File: config.mk
export PLATFORM = sky130hd
export DESIGN_NAME = int32_divide_signed_unsigned
export DESIGN_NICKNAME = d
export VERILOG_FILES = /design/src/rtl/core/idiv_pkg.sv /design/src/rtl/core/idiv_cell.sv /design/src/rtl/core/idiv_row.sv /design/src/rtl/core/int32_divide_signed_unsigned.sv
export SDC_FILE = /design/constraint.sdc
export NUM_CORES = 1
export LEC_CHECK = 0
export ABC_AREA = 1
export CORE_MARGIN = 4
export CORE_UTILIZATION = 45
export CTS_CLUSTER_SIZE = 28
export DETAILED_ROUTE_END_ITERATION = 8
export DONT_BUFFER_PORTS = 1
export MAX_ROUTING_LAYER = met4
export PLACE_DENSITY = 0.63
export RECOVER_POWER = 100
export SYNTH_ARGS = -nofsm -noshare
export SYNTH_HDL_FRONTEND = slang
export SYNTH_SLANG_ARGS = --single-unit
export TNS_END_PERCENT = 30
File: constraint.sdc
create_clock -name clk -period 5.6 [get_ports clk]
set_input_delay 1.12 -clock clk [delete_from_list [all_inputs] [get_ports clk]]
set_output_delay 1.12 -clock clk [all_outputs]
set_load 0.03 [all_outputs]
File: src/rtl/core/idiv_pkg.sv
// Shared constants and types for the shift-subtract integer divider.
package idiv_pkg;

	// Operand width and step counter width
	localparam int DATA_WIDTH = 32;
	localparam int CNT_W      = $clog2(DATA_WIDTH);
	localparam logic [CNT_W-1:0] LAST_STEP = CNT_W'(DATA_WIDTH - 1);

	// Operation codes on cmd
	localparam logic CMD_UNSIGNED = 1'b0;
	localparam logic CMD_SIGNED   = 1'b1;

	// Control shared by every cell of the row
	typedef struct packed {
		logic load;  // take new operands, clear partial remainder
		logic step;  // perform one shift-subtract iteration
	} cell_ctl_t;

endpackage

File: src/rtl/core/idiv_cell.sv
// One bit slice of the divider: remainder, dividend/quotient and divisor bits.
module idiv_cell
	import idiv_pkg::*;
(
	input  logic      clk,
	input  cell_ctl_t ctl,
	input  logic      ld_dvd,   // dividend bit on load
	input  logic      ld_dsr,   // divisor bit on load
	input  logic      rem_in,   // shifted-in remainder bit from the lower neighbour
	input  logic      dq_in,    // shifted-in dividend/quotient bit from the lower neighbour
	input  logic      bin,      // borrow from the lower neighbour
	input  logic      sub,      // row-wide decision to keep the difference
	output logic      bout,
	output logic      rem_out,
	output logic      dq_out
);

	logic rem_q;
	logic dq_q;
	logic dsr_q;
	logic diff;

	// Full subtractor on (shifted remainder bit) - (divisor bit) - borrow
	always_comb begin
		diff = rem_in ^ dsr_q ^ bin;
		bout = (~rem_in & (dsr_q | bin)) | (dsr_q & bin & rem_in);
	end

	// Slice state
	always_ff @(posedge clk) begin
		if (ctl.load) begin
			rem_q <= 1'b0;
			dq_q  <= ld_dvd;
			dsr_q <= ld_dsr;
		end else if (ctl.step) begin
			rem_q <= sub ? diff : rem_in;
			dq_q  <= dq_in;
		end
	end

	assign rem_out = rem_q;
	assign dq_out  = dq_q;

endmodule

File: src/rtl/core/idiv_row.sv
// Row of divider bit slices linked by the borrow and shift chains.
module idiv_row
	import idiv_pkg::*;
(
	input  logic                  clk,
	input  cell_ctl_t             ctl,
	input  logic [DATA_WIDTH-1:0] ld_dvd,
	input  logic [DATA_WIDTH-1:0] ld_dsr,
	output logic [DATA_WIDTH-1:0] rem,
	output logic [DATA_WIDTH-1:0] dq
);

	logic [DATA_WIDTH-1:0] borrow;
	logic                  sub;

	// Subtract when the shifted-out remainder bit is set or no final borrow
	assign sub = rem[DATA_WIDTH-1] | ~borrow[DATA_WIDTH-1];

	for (genvar i = 0; i < DATA_WIDTH; i++) begin : g_cell
		logic rem_in;
		logic dq_in;
		logic bin;

		// Slice 0 takes the dividend msb, the new quotient bit and no borrow
		if (i == 0) begin : g_lsb
			assign rem_in = dq[DATA_WIDTH-1];
			assign dq_in  = sub;
			assign bin    = 1'b0;
		end else begin : g_mid
			assign rem_in = rem[i-1];
			assign dq_in  = dq[i-1];
			assign bin    = borrow[i-1];
		end

		idiv_cell u_cell (
			.clk     (clk),
			.ctl     (ctl),
			.ld_dvd  (ld_dvd[i]),
			.ld_dsr  (ld_dsr[i]),
			.rem_in  (rem_in),
			.dq_in   (dq_in),
			.bin     (bin),
			.sub     (sub),
			.bout    (borrow[i]),
			.rem_out (rem[i]),
			.dq_out  (dq[i])
		);
	end

endmodule

File: src/rtl/core/int32_divide_signed_unsigned.sv
// Top level: signed/unsigned integer divider built on a row of bit slices.
// Each transaction runs 32 shift-subtract steps in the row, then one sign fix-up.
// One transaction at a time: new operands are taken only while idle; the row takes one quotient bit per cycle.
// The result sits in an output register, so the next operands load while it waits.
// Reset (arst_n low, asynchronous) clears the sequencer and out_valid; data is not reset.
module int32_divide_signed_unsigned
	import idiv_pkg::*;
(
	input  logic                  clk,
	input  logic                  arst_n,
	input  logic                  in_valid,
	output logic                  in_ready,
	input  logic                  cmd,
	input  logic [DATA_WIDTH-1:0] dividend,
	input  logic [DATA_WIDTH-1:0] divisor,
	output logic                  out_valid,
	input  logic                  out_ready,
	output logic [DATA_WIDTH-1:0] quotient,
	output logic [DATA_WIDTH-1:0] remainder,
	output logic                  divide_by_zero
);

	typedef enum logic [2:0] {
		ST_IDLE = 3'b001,
		ST_RUN  = 3'b010,
		ST_FIX  = 3'b100
	} state_t;

	state_t                state_q;
	logic [CNT_W-1:0]      cnt_q;
	logic                  neg_q_q;     // quotient needs negating
	logic                  neg_r_q;     // remainder needs negating
	logic                  dz_q;
	logic [DATA_WIDTH-1:0] dvd_q;
	logic [DATA_WIDTH-1:0] quotient_q;
	logic [DATA_WIDTH-1:0] remainder_q;
	logic                  dbz_q;
	logic                  out_valid_q;

	logic                  in_fire;
	logic                  out_fire;
	logic                  fix_fire;
	logic                  dvd_neg;
	logic                  dsr_neg;
	logic [DATA_WIDTH-1:0] mag_dvd;
	logic [DATA_WIDTH-1:0] mag_dsr;
	logic [DATA_WIDTH-1:0] rem;
	logic [DATA_WIDTH-1:0] dq;
	logic [DATA_WIDTH-1:0] q_fix;
	logic [DATA_WIDTH-1:0] r_fix;
	cell_ctl_t             ctl;

	assign in_ready = (state_q == ST_IDLE);
	assign in_fire  = in_valid & in_ready;
	assign out_fire = out_valid_q & out_ready;
	assign fix_fire = (state_q == ST_FIX) & (~out_valid_q | out_ready);

	// Operand magnitudes for signed transactions
	always_comb begin
		dvd_neg = (cmd == CMD_SIGNED) & dividend[DATA_WIDTH-1];
		dsr_neg = (cmd == CMD_SIGNED) & divisor[DATA_WIDTH-1];
		mag_dvd = dvd_neg ? (~dividend + DATA_WIDTH'(1)) : dividend;
		mag_dsr = dsr_neg ? (~divisor + DATA_WIDTH'(1)) : divisor;
	end

	assign ctl.load = in_fire;
	assign ctl.step = (state_q == ST_RUN);

	idiv_row u_row (
		.clk    (clk),
		.ctl    (ctl),
		.ld_dvd (mag_dvd),
		.ld_dsr (mag_dsr),
		.rem    (rem),
		.dq     (dq)
	);

	// Sign fix-up and divide-by-zero override
	always_comb begin
		if (dz_q) begin
			q_fix = '0;
			r_fix = dvd_q;
		end else begin
			q_fix = neg_q_q ? (~dq + DATA_WIDTH'(1)) : dq;
			r_fix = neg_r_q ? (~rem + DATA_WIDTH'(1)) : rem;
		end
	end

	// Sequencer
	always_ff @(posedge clk or negedge arst_n) begin
		if (!arst_n) begin
			state_q <= ST_IDLE;
			cnt_q   <= '0;
		end else begin
			case (state_q)
				ST_IDLE: begin
					if (in_fire) begin
						state_q <= ST_RUN;
						cnt_q   <= LAST_STEP;
					end
				end
				ST_RUN: begin
					cnt_q <= cnt_q - CNT_W'(1);
					if (cnt_q == '0) state_q <= ST_FIX;
				end
				ST_FIX: begin
					if (fix_fire) state_q <= ST_IDLE;
				end
				default: begin
					state_q <= ST_IDLE;
				end
			endcase
		end
	end

	// Per-transaction side information
	always_ff @(posedge clk) begin
		if (in_fire) begin
			neg_q_q <= dvd_neg ^ dsr_neg;
			neg_r_q <= dvd_neg;
			dz_q    <= (divisor == '0);
			dvd_q   <= dividend;
		end
	end

	// Output register
	always_ff @(posedge clk or negedge arst_n) begin
		if (!arst_n) begin
			out_valid_q <= 1'b0;
		end else if (fix_fire) begin
			out_valid_q <= 1'b1;
		end else if (out_fire) begin
			out_valid_q <= 1'b0;
		end
	end

	always_ff @(posedge clk) begin
		if (fix_fire) begin
			quotient_q  <= q_fix;
			remainder_q <= r_fix;
			dbz_q       <= dz_q;
		end
	end

	assign out_valid      = out_valid_q;
	assign quotient       = quotient_q;
	assign remainder      = remainder_q;
	assign divide_by_zero = dbz_q;

endmodule

==> flow_metrics.py, run 1 <==
metrics = {
    "status": {
        "status": "finished, violations left",
        "violations": "capacitance limit, slew limit",
    },
    "die": {
        "start_util_pct": 45.65,
        "chipWidth_microns": 167.8,
        "die_area_sq_um": 28170,
        "core_area_sq_um": 25180,
        "io_pins": 136,
        "rows": 58,
        "fp.dieH_microns": 167.8,
    },
    "worst_setup_path": {
        "critPathRequiredTime_ns": 5.97,
        "worstSetupPathType": "register to register",
        "crit_path_max_fanout": 5,
        "cpPeakStageDelay_ns": 0.41,
        "worst_path_most_repeated_cell": "nand2_2",
        "arrival_ns": 5.73,
        "cp_slowest_cell": "edfxtp_1",
        "critPathCaptureType": "register",
        "start_kind": "register",
    },
    "grt": {
        "grt_busiest_layer": "met2",
        "grt_use_total_pct": 19.08,
        "grt_pass1_vias": 8533,
        "grtUsageMet1_pct": 23.34,
        "use_met3_pct": 4.062,
        "antenna_found_initial": 1,
        "grt_start_max_net_pins": 72,
        "grtUsageMet2_pct": 32.95,
        "grt_pass1_wl_microns": 42900,
        "overflow": 0,
    },
    "worst_hold_path": {
        "worst_hold_path_type": "input port to async pin",
    },
    "power": {
        "ir_worst_vdd_mv": 0.4239,
        "p_total_w": 0.007279,
        "power.density_nw_per_um2": 557.6,
        "power_leakage_nw": 5.256,
    },
    "timing": {
        "setup_viol": 0,
        "worstMarginPinSlew_ns": 2.223,
        "grt_setup_unrepaired": "yes",
        "relSlewSlack_pct": -48.18,
        "maxSlewViolCount": 40,
        "min_period_ns": 5.359,
        "setup_slack_ns": 0.2410,
        "finalHoldViolCount": 0,
        "fmax_ghz": 0.1866,
        "fin_skew_ns": 0.01352,
        "tns_ns": 0,
        "period_share_pct": 95.70,
    },
    "synth": {
        "ys_ff_latch": 205,
        "ys_seq_area_share_pct": 50.39,
        "synthCells": 1314,
        "synthFlopType": "edfxtp_1",
        "synth-edff-count": 164,
        "async_flop_share_pct": 4.390,
        "ys_types": 47,
        "avgSynthCellArea_sq_um": 8.748,
        "yosysWarnings": 0,
        "netlist_area_sq_um": 11490,
        "synth_nets": 1391,
    },
    "routing": {
        "drtPass1Iterations": 4,
        "wirelength_microns": 28210,
        "drt_iter0_drc": 646,
        "wl_per_cell_microns": 16.74,
        "avgViaCountPerCell": 5.347,
        "via_count": 9009,
        "remaining_drc_errors": 0,
        "ant_nets": 0,
    },
    "clocking": {
        "clk_path_buf_depth": 3,
        "htreeDepth": 1,
        "clock-sinks": 205,
        "numCtsBuffers": 23,
        "clkTransAtPathRegs_ns": 0.06,
        "clkLatencyLatePin_ns": 0.51,
        "cts_tree": "yes",
        "cts_root_buf": "clkbuf_16",
    },
    "final_layout": {
        "fin_nets": 1416,
        "final_layout_size_suffix_gt1_share_pct": 15.35,
        "diodes": 0,
        "area_growth_pct": 13.56,
        "fillerInstances": 2319,
        "layout.cells.most_common": "nand2_1",
        "regArea_sq_um": 5792,
        "final_cell_mix": "nand2_1 (215), edfxtp_1 (164), inv_1 (121), nor2_1 (121), o21ai_0 (103)",
        "multi_input_area_sq_um": 5155,
    },
    "place": {
        "gp_congestion": 0.8394,
        "io_buffers": 0,
        "place_hpwl_microns": 19440,
        "dpl_worst_slack_ns": 0.1904,
    },
    "job": {
        "drv_cap": 1,
    },
}
[power breakdown]
group          switching [W]  leakage (nW)  internal [W]
Sequential          0.000424          1.88       0.00226
Clock               0.000595         0.380      0.000925
Combinational        0.00188          3.00       0.00120
Total                0.00290          5.26       0.00438
[repair_timing]
action | CTS | global route
hold buffers | 0 | 0
buffers inserted | 0 | 25
endpoints found under the setup margin | 0 | 33
resized for setup | 0 | 56
[path summary, 6_finish.rpt]
check                                                     start                               to  slack (ns)  cells past startpoint
worst max-delay path             u_row.g_cell[31].u_cell.dq_out  u_row.g_cell[16].u_cell.rem_out        0.24                     69
worst min-delay path                                     arst_n                        out_valid        0.31                      0
worst max register to register   u_row.g_cell[31].u_cell.dq_out  u_row.g_cell[16].u_cell.rem_out        0.24                     69
worst min register to register  u_row.g_cell[10].u_cell.rem_out  u_row.g_cell[10].u_cell.rem_out        0.48                      2
max in group asynchronous                                arst_n                       state_q[0]        5.12                      0
min in group clk                u_row.g_cell[10].u_cell.rem_out  u_row.g_cell[10].u_cell.rem_out        0.48                      2
[metal layers]
metal	part of all wire [%]	vias to the layer above
li1	-	4495
met1	42	4259
met2	49	220
met3	7.3	35
met4	1.9	0
met5	0	-
[worst max-delay path: cells and delay by family, from the launching register on]
kind | cells | cell delay [ns]
adder cells (fa/ha/maj) | 1 | 0.15
AO/OA/AOI/OAI | 2 | 0.34
AND/OR/NAND/NOR | 63 | 3.83
buffers and inverters | 3 | 0.44
flip-flops | 1 | 0.41
[final cells by class]
type / instances / share of cell area, %
Clock buffer: 31 / 5.118
Timing Repair Buffer: 42 / 3.412
Clock inverter: 10 / 0.7380
Inverter: 129 / 3.709
Sequential cell: 205 / 44.37
Tap cell: 330 / 3.163
Multi-Input combinational cell: 938 / 39.49
[sequential cells by signal (all words and copies together) (netlist names)]
signal                       count
dvd_q                           32
quotient                        32
remainder                       32
u_row.g_cell.u_cell.dq_out      32
u_row.g_cell.u_cell.dsr_q       32
u_row.g_cell.u_cell.rem_out     32
cnt_q                            5
state_q                          3
divide_by_zero                   1
dz_q                             1
neg_q_q                          1
neg_r_q                          1
out_valid                        1
[Yosys cell counts, types with 2 or more instances]
| master | count | area, sq um |
|---|---|---|
| a21oi_1 | 64 | 320.3 |
| a21oi_2 | 6 | 52.55 |
| a31oi_1 | 11 | 68.82 |
| a41oi_1 | 2 | 17.52 |
| and3_1 | 8 | 50.05 |
| buf_1 | 3 | 11.26 |
| buf_4 | 4 | 30.03 |
| buf_6 | 6 | 67.56 |
| buf_8 | 2 | 30.03 |
| clkbuf_1 | 27 | 101.4 |
| clkinv_1 | 3 | 11.26 |
| dfrtp_1 | 8 | 200.2 |
| dfxtp_1 | 32 | 640.6 |
| edfxtp_1 | 164 | 4925 |
| ha_1 | 8 | 100.1 |
| inv_1 | 124 | 465.5 |
| inv_2 | 2 | 7.510 |
| nand2_1 | 229 | 859.6 |
| nand2_2 | 43 | 269.0 |
| nand2_4 | 3 | 33.78 |
| nand3_1 | 73 | 365.4 |
| nand3_2 | 3 | 30.03 |
| nand3_4 | 2 | 35.03 |
| nand4_1 | 6 | 37.54 |
| nor2_1 | 122 | 457.9 |
| nor3_1 | 62 | 310.3 |
| nor3b_1 | 7 | 52.55 |
| nor4_1 | 7 | 43.79 |
| o21ai_0 | 111 | 555.5 |
| o21ai_1 | 19 | 95.09 |
| o31ai_1 | 12 | 90.09 |
| or2_2 | 34 | 212.7 |
| xnor2_1 | 24 | 210.2 |
| xor2_1 | 70 | 613.1 |
[logic make-up after synthesis]
logic type	share of synthesized area [%]
adders and majority gates	0.8708
xor gates and xnor gates	7.162
buffers and inverters	6.411
AOI/OAI and AO/OA	11.00
and+or+nand+nor	24.16
DFF	50.39
[stage by stage]
step           std cells  cell area [sq um]  hold WS (ns)  utilization, %
3_5_place_dp        1613              11780        0.4742           46.78
5_1_grt             1685              13050        0.2901           51.84
3_3_place_gp        1613              11780        0.4737           46.78
6_report            1685              13050        0.3111           51.84
2_1_floorplan       1314              11490        0.4439               -
4_1_cts             1654              12540        0.2889           49.82
Power figures use the tool's default switching activity.
==> run 2: changes to the inputs <==
- CORE_ASPECT_RATIO: not set -> 1.4
==> flow_metrics.py, run 2 (synthesis results as in run 1) <==
metrics = {
    "timing": {
        "grt_setup_unrepaired": "yes",
        "maxSlewViolCount": 211,
        "period_share_pct": 93.20,
        "fin_skew_ns": 0.01084,
        "whs_ns": 0.3137,
        "worstMarginPinSlew_ns": 3.489,
        "finalHoldViolCount": 0,
        "relSlewSlack_pct": -132.6,
        "fmax_ghz": 0.1916,
        "setup_viol": 0,
        "min_period_ns": 5.219,
    },
    "final_layout": {
        "layout.cells.most_common": "nand2_1",
        "fin_area_sq_um": 12880,
        "final_cell_mix": "nand2_1 (212), edfxtp_1 (164), inv_1 (121), nor2_1 (121), o21ai_0 (101)",
        "fin_nets": 1407,
        "final_core_utilization_pct": 51.67,
        "area_growth_pct": 12.05,
        "instances_no_fill": 1661,
        "final_layout_size_suffix_gt1_share_pct": 14.20,
    },
    "grt": {
        "grt_use_total_pct": 18.47,
        "grt_pass1_vias": 7993,
        "antenna_found_initial": 1,
        "overflow": 0,
        "grt_pass1_wl_microns": 41380,
        "grt_start_max_net_pins": 72,
    },
    "power": {
        "power_leakage_nw": 5.153,
        "ir_worst_vdd_mv": 0.3257,
        "power.density_nw_per_um2": 544.9,
    },
    "worst_setup_path": {
        "cp_slowest_cell": "edfxtp_1",
        "crit_path_max_fanout": 9,
        "start_kind": "register",
        "worst_path_most_repeated_cell": "nand2_2",
        "critPathRequiredTime_ns": 6.03,
        "cpPeakStageDelay_ns": 0.45,
        "worstSetupPathType": "register to register",
        "arrival_ns": 5.65,
        "critPathCaptureType": "register",
    },
    "place": {
        "place_area_sq_um": 11780,
        "place_hpwl_microns": 18840,
        "io_buffers": 0,
        "gp_congestion": 0.8046,
        "placed_cells": 1601,
    },
    "die": {
        "die_area_sq_um": 28200,
        "start_util_pct": 46.11,
        "core_area_sq_um": 24930,
        "chipWidth_microns": 143.1,
        "io_pins": 136,
        "rows": 68,
        "fp.dieH_microns": 197.1,
    },
    "routing": {
        "drtPass1Iterations": 5,
        "drt_iter0_drc": 546,
        "wirelength_microns": 27340,
        "remaining_drc_errors": 0,
        "ant_nets": 0,
        "via_count": 8764,
        "avgViaCountPerCell": 5.276,
        "wl_per_cell_microns": 16.46,
    },
    "clocking": {
        "htreeDepth": 1,
        "numCtsBuffers": 22,
        "clkLatencyLatePin_ns": 0.50,
        "clkTransAtPathRegs_ns": 0.06,
        "clock-sinks": 205,
        "clk_path_buf_depth": 3,
        "cts_tree": "yes",
        "cts_root_buf": "clkbuf_16",
    },
    "job": {
        "drv_cap": 4,
    },
    "status": {
        "status": "finished, violations left",
        "violations": "capacitance limit, slew limit",
    },
    "worst_hold_path": {
        "worst_hold_path_type": "input port to async pin",
    },
}
run 2: cell types whose count changed in the layout (fill, tap and decap cells not counted), moves of 2 or more:
cell,delta
o21ai_1,+3
buf_4,-12
nand2_2,+3
nand2_1,-3
buf_6,-3
buf_12,-2
o21ai_0,-2
clkinv_2,-2
clkbuf_1,+8
run 2: final timing paths:
kind / start / to / slack [ns] / depth (start not counted)
worst max-delay path: u_row.g_cell[0].u_cell.dsr_q / u_row.g_cell[20].u_cell.rem_out / 0.38 / 68
worst min-delay path: arst_n / out_valid / 0.31 / 0
worst max register to register: u_row.g_cell[0].u_cell.dsr_q / u_row.g_cell[20].u_cell.rem_out / 0.38 / 68
worst min register to register: u_row.g_cell[10].u_cell.rem_out / u_row.g_cell[10].u_cell.rem_out / 0.47 / 2
max in group asynchronous: arst_n / state_q[0] / 5.12 / 0
min in group clk: u_row.g_cell[10].u_cell.rem_out / u_row.g_cell[10].u_cell.rem_out / 0.47 / 2
run 2: through the flow:
stage / total power (W) / TNS [ns] / setup slack [ns]
finish: 0.007018 / 0 / 0.3810
global route: 0.007535 / -4.602 / -0.1852
CTS: 0.006666 / 0 / 0.1823
detailed placement: 0.005222 / 0 / 0.1926
global placement: 0.005172 / 0 / 0.3592
floorplan: 0.004685 / 0 / 0.7220
run 2: cell type report:
| type | count | area, sq um |
|---|---|---|
| fillers | 2359 | 12050 |
| flip-flops and latches | 205 | 5792 |
| multi-input cells | 939 | 5167 |
| clock buffers | 30 | 611.8 |
| inverters | 129 | 484.2 |
| well taps | 315 | 394.1 |
| repair buffers | 33 | 334.1 |
| clock inverters | 9 | 93.84 |
| diodes | 1 | 2.502 |
run 2: worst max-delay path, delay by kind of cell, from the launching register on:
kind	cells	cell delay, ns
buf+inv	2	0.32
compound gates	2	0.19
flops	1	0.45
simple gates	63	3.98
fa+ha+maj	1	0.19
run 2: metal layers:
metal  vias up  track usage [%]  part of all wire, %
li1       4488                -                    -
met1      3971            23.28                   42
met2       240            30.31                   49
met3        65            3.124                  5.3
met4         0            5.988                  4.6
met5         -                -                    0
run 2: timing repair:
action	4_1_cts	5_1_grt
buffers inserted	0	10
endpoints found under the setup margin	0	33
resized for setup	0	53
hold buffers	0	0
run 2: report_power, final:
group	switching (W)	internal [W]	total (W)
clock	0.000569	0.000854	0.00142
combinational	0.00183	0.00108	0.00291
sequential	0.000412	0.00227	0.00268
total	0.00281	0.00421	0.00702
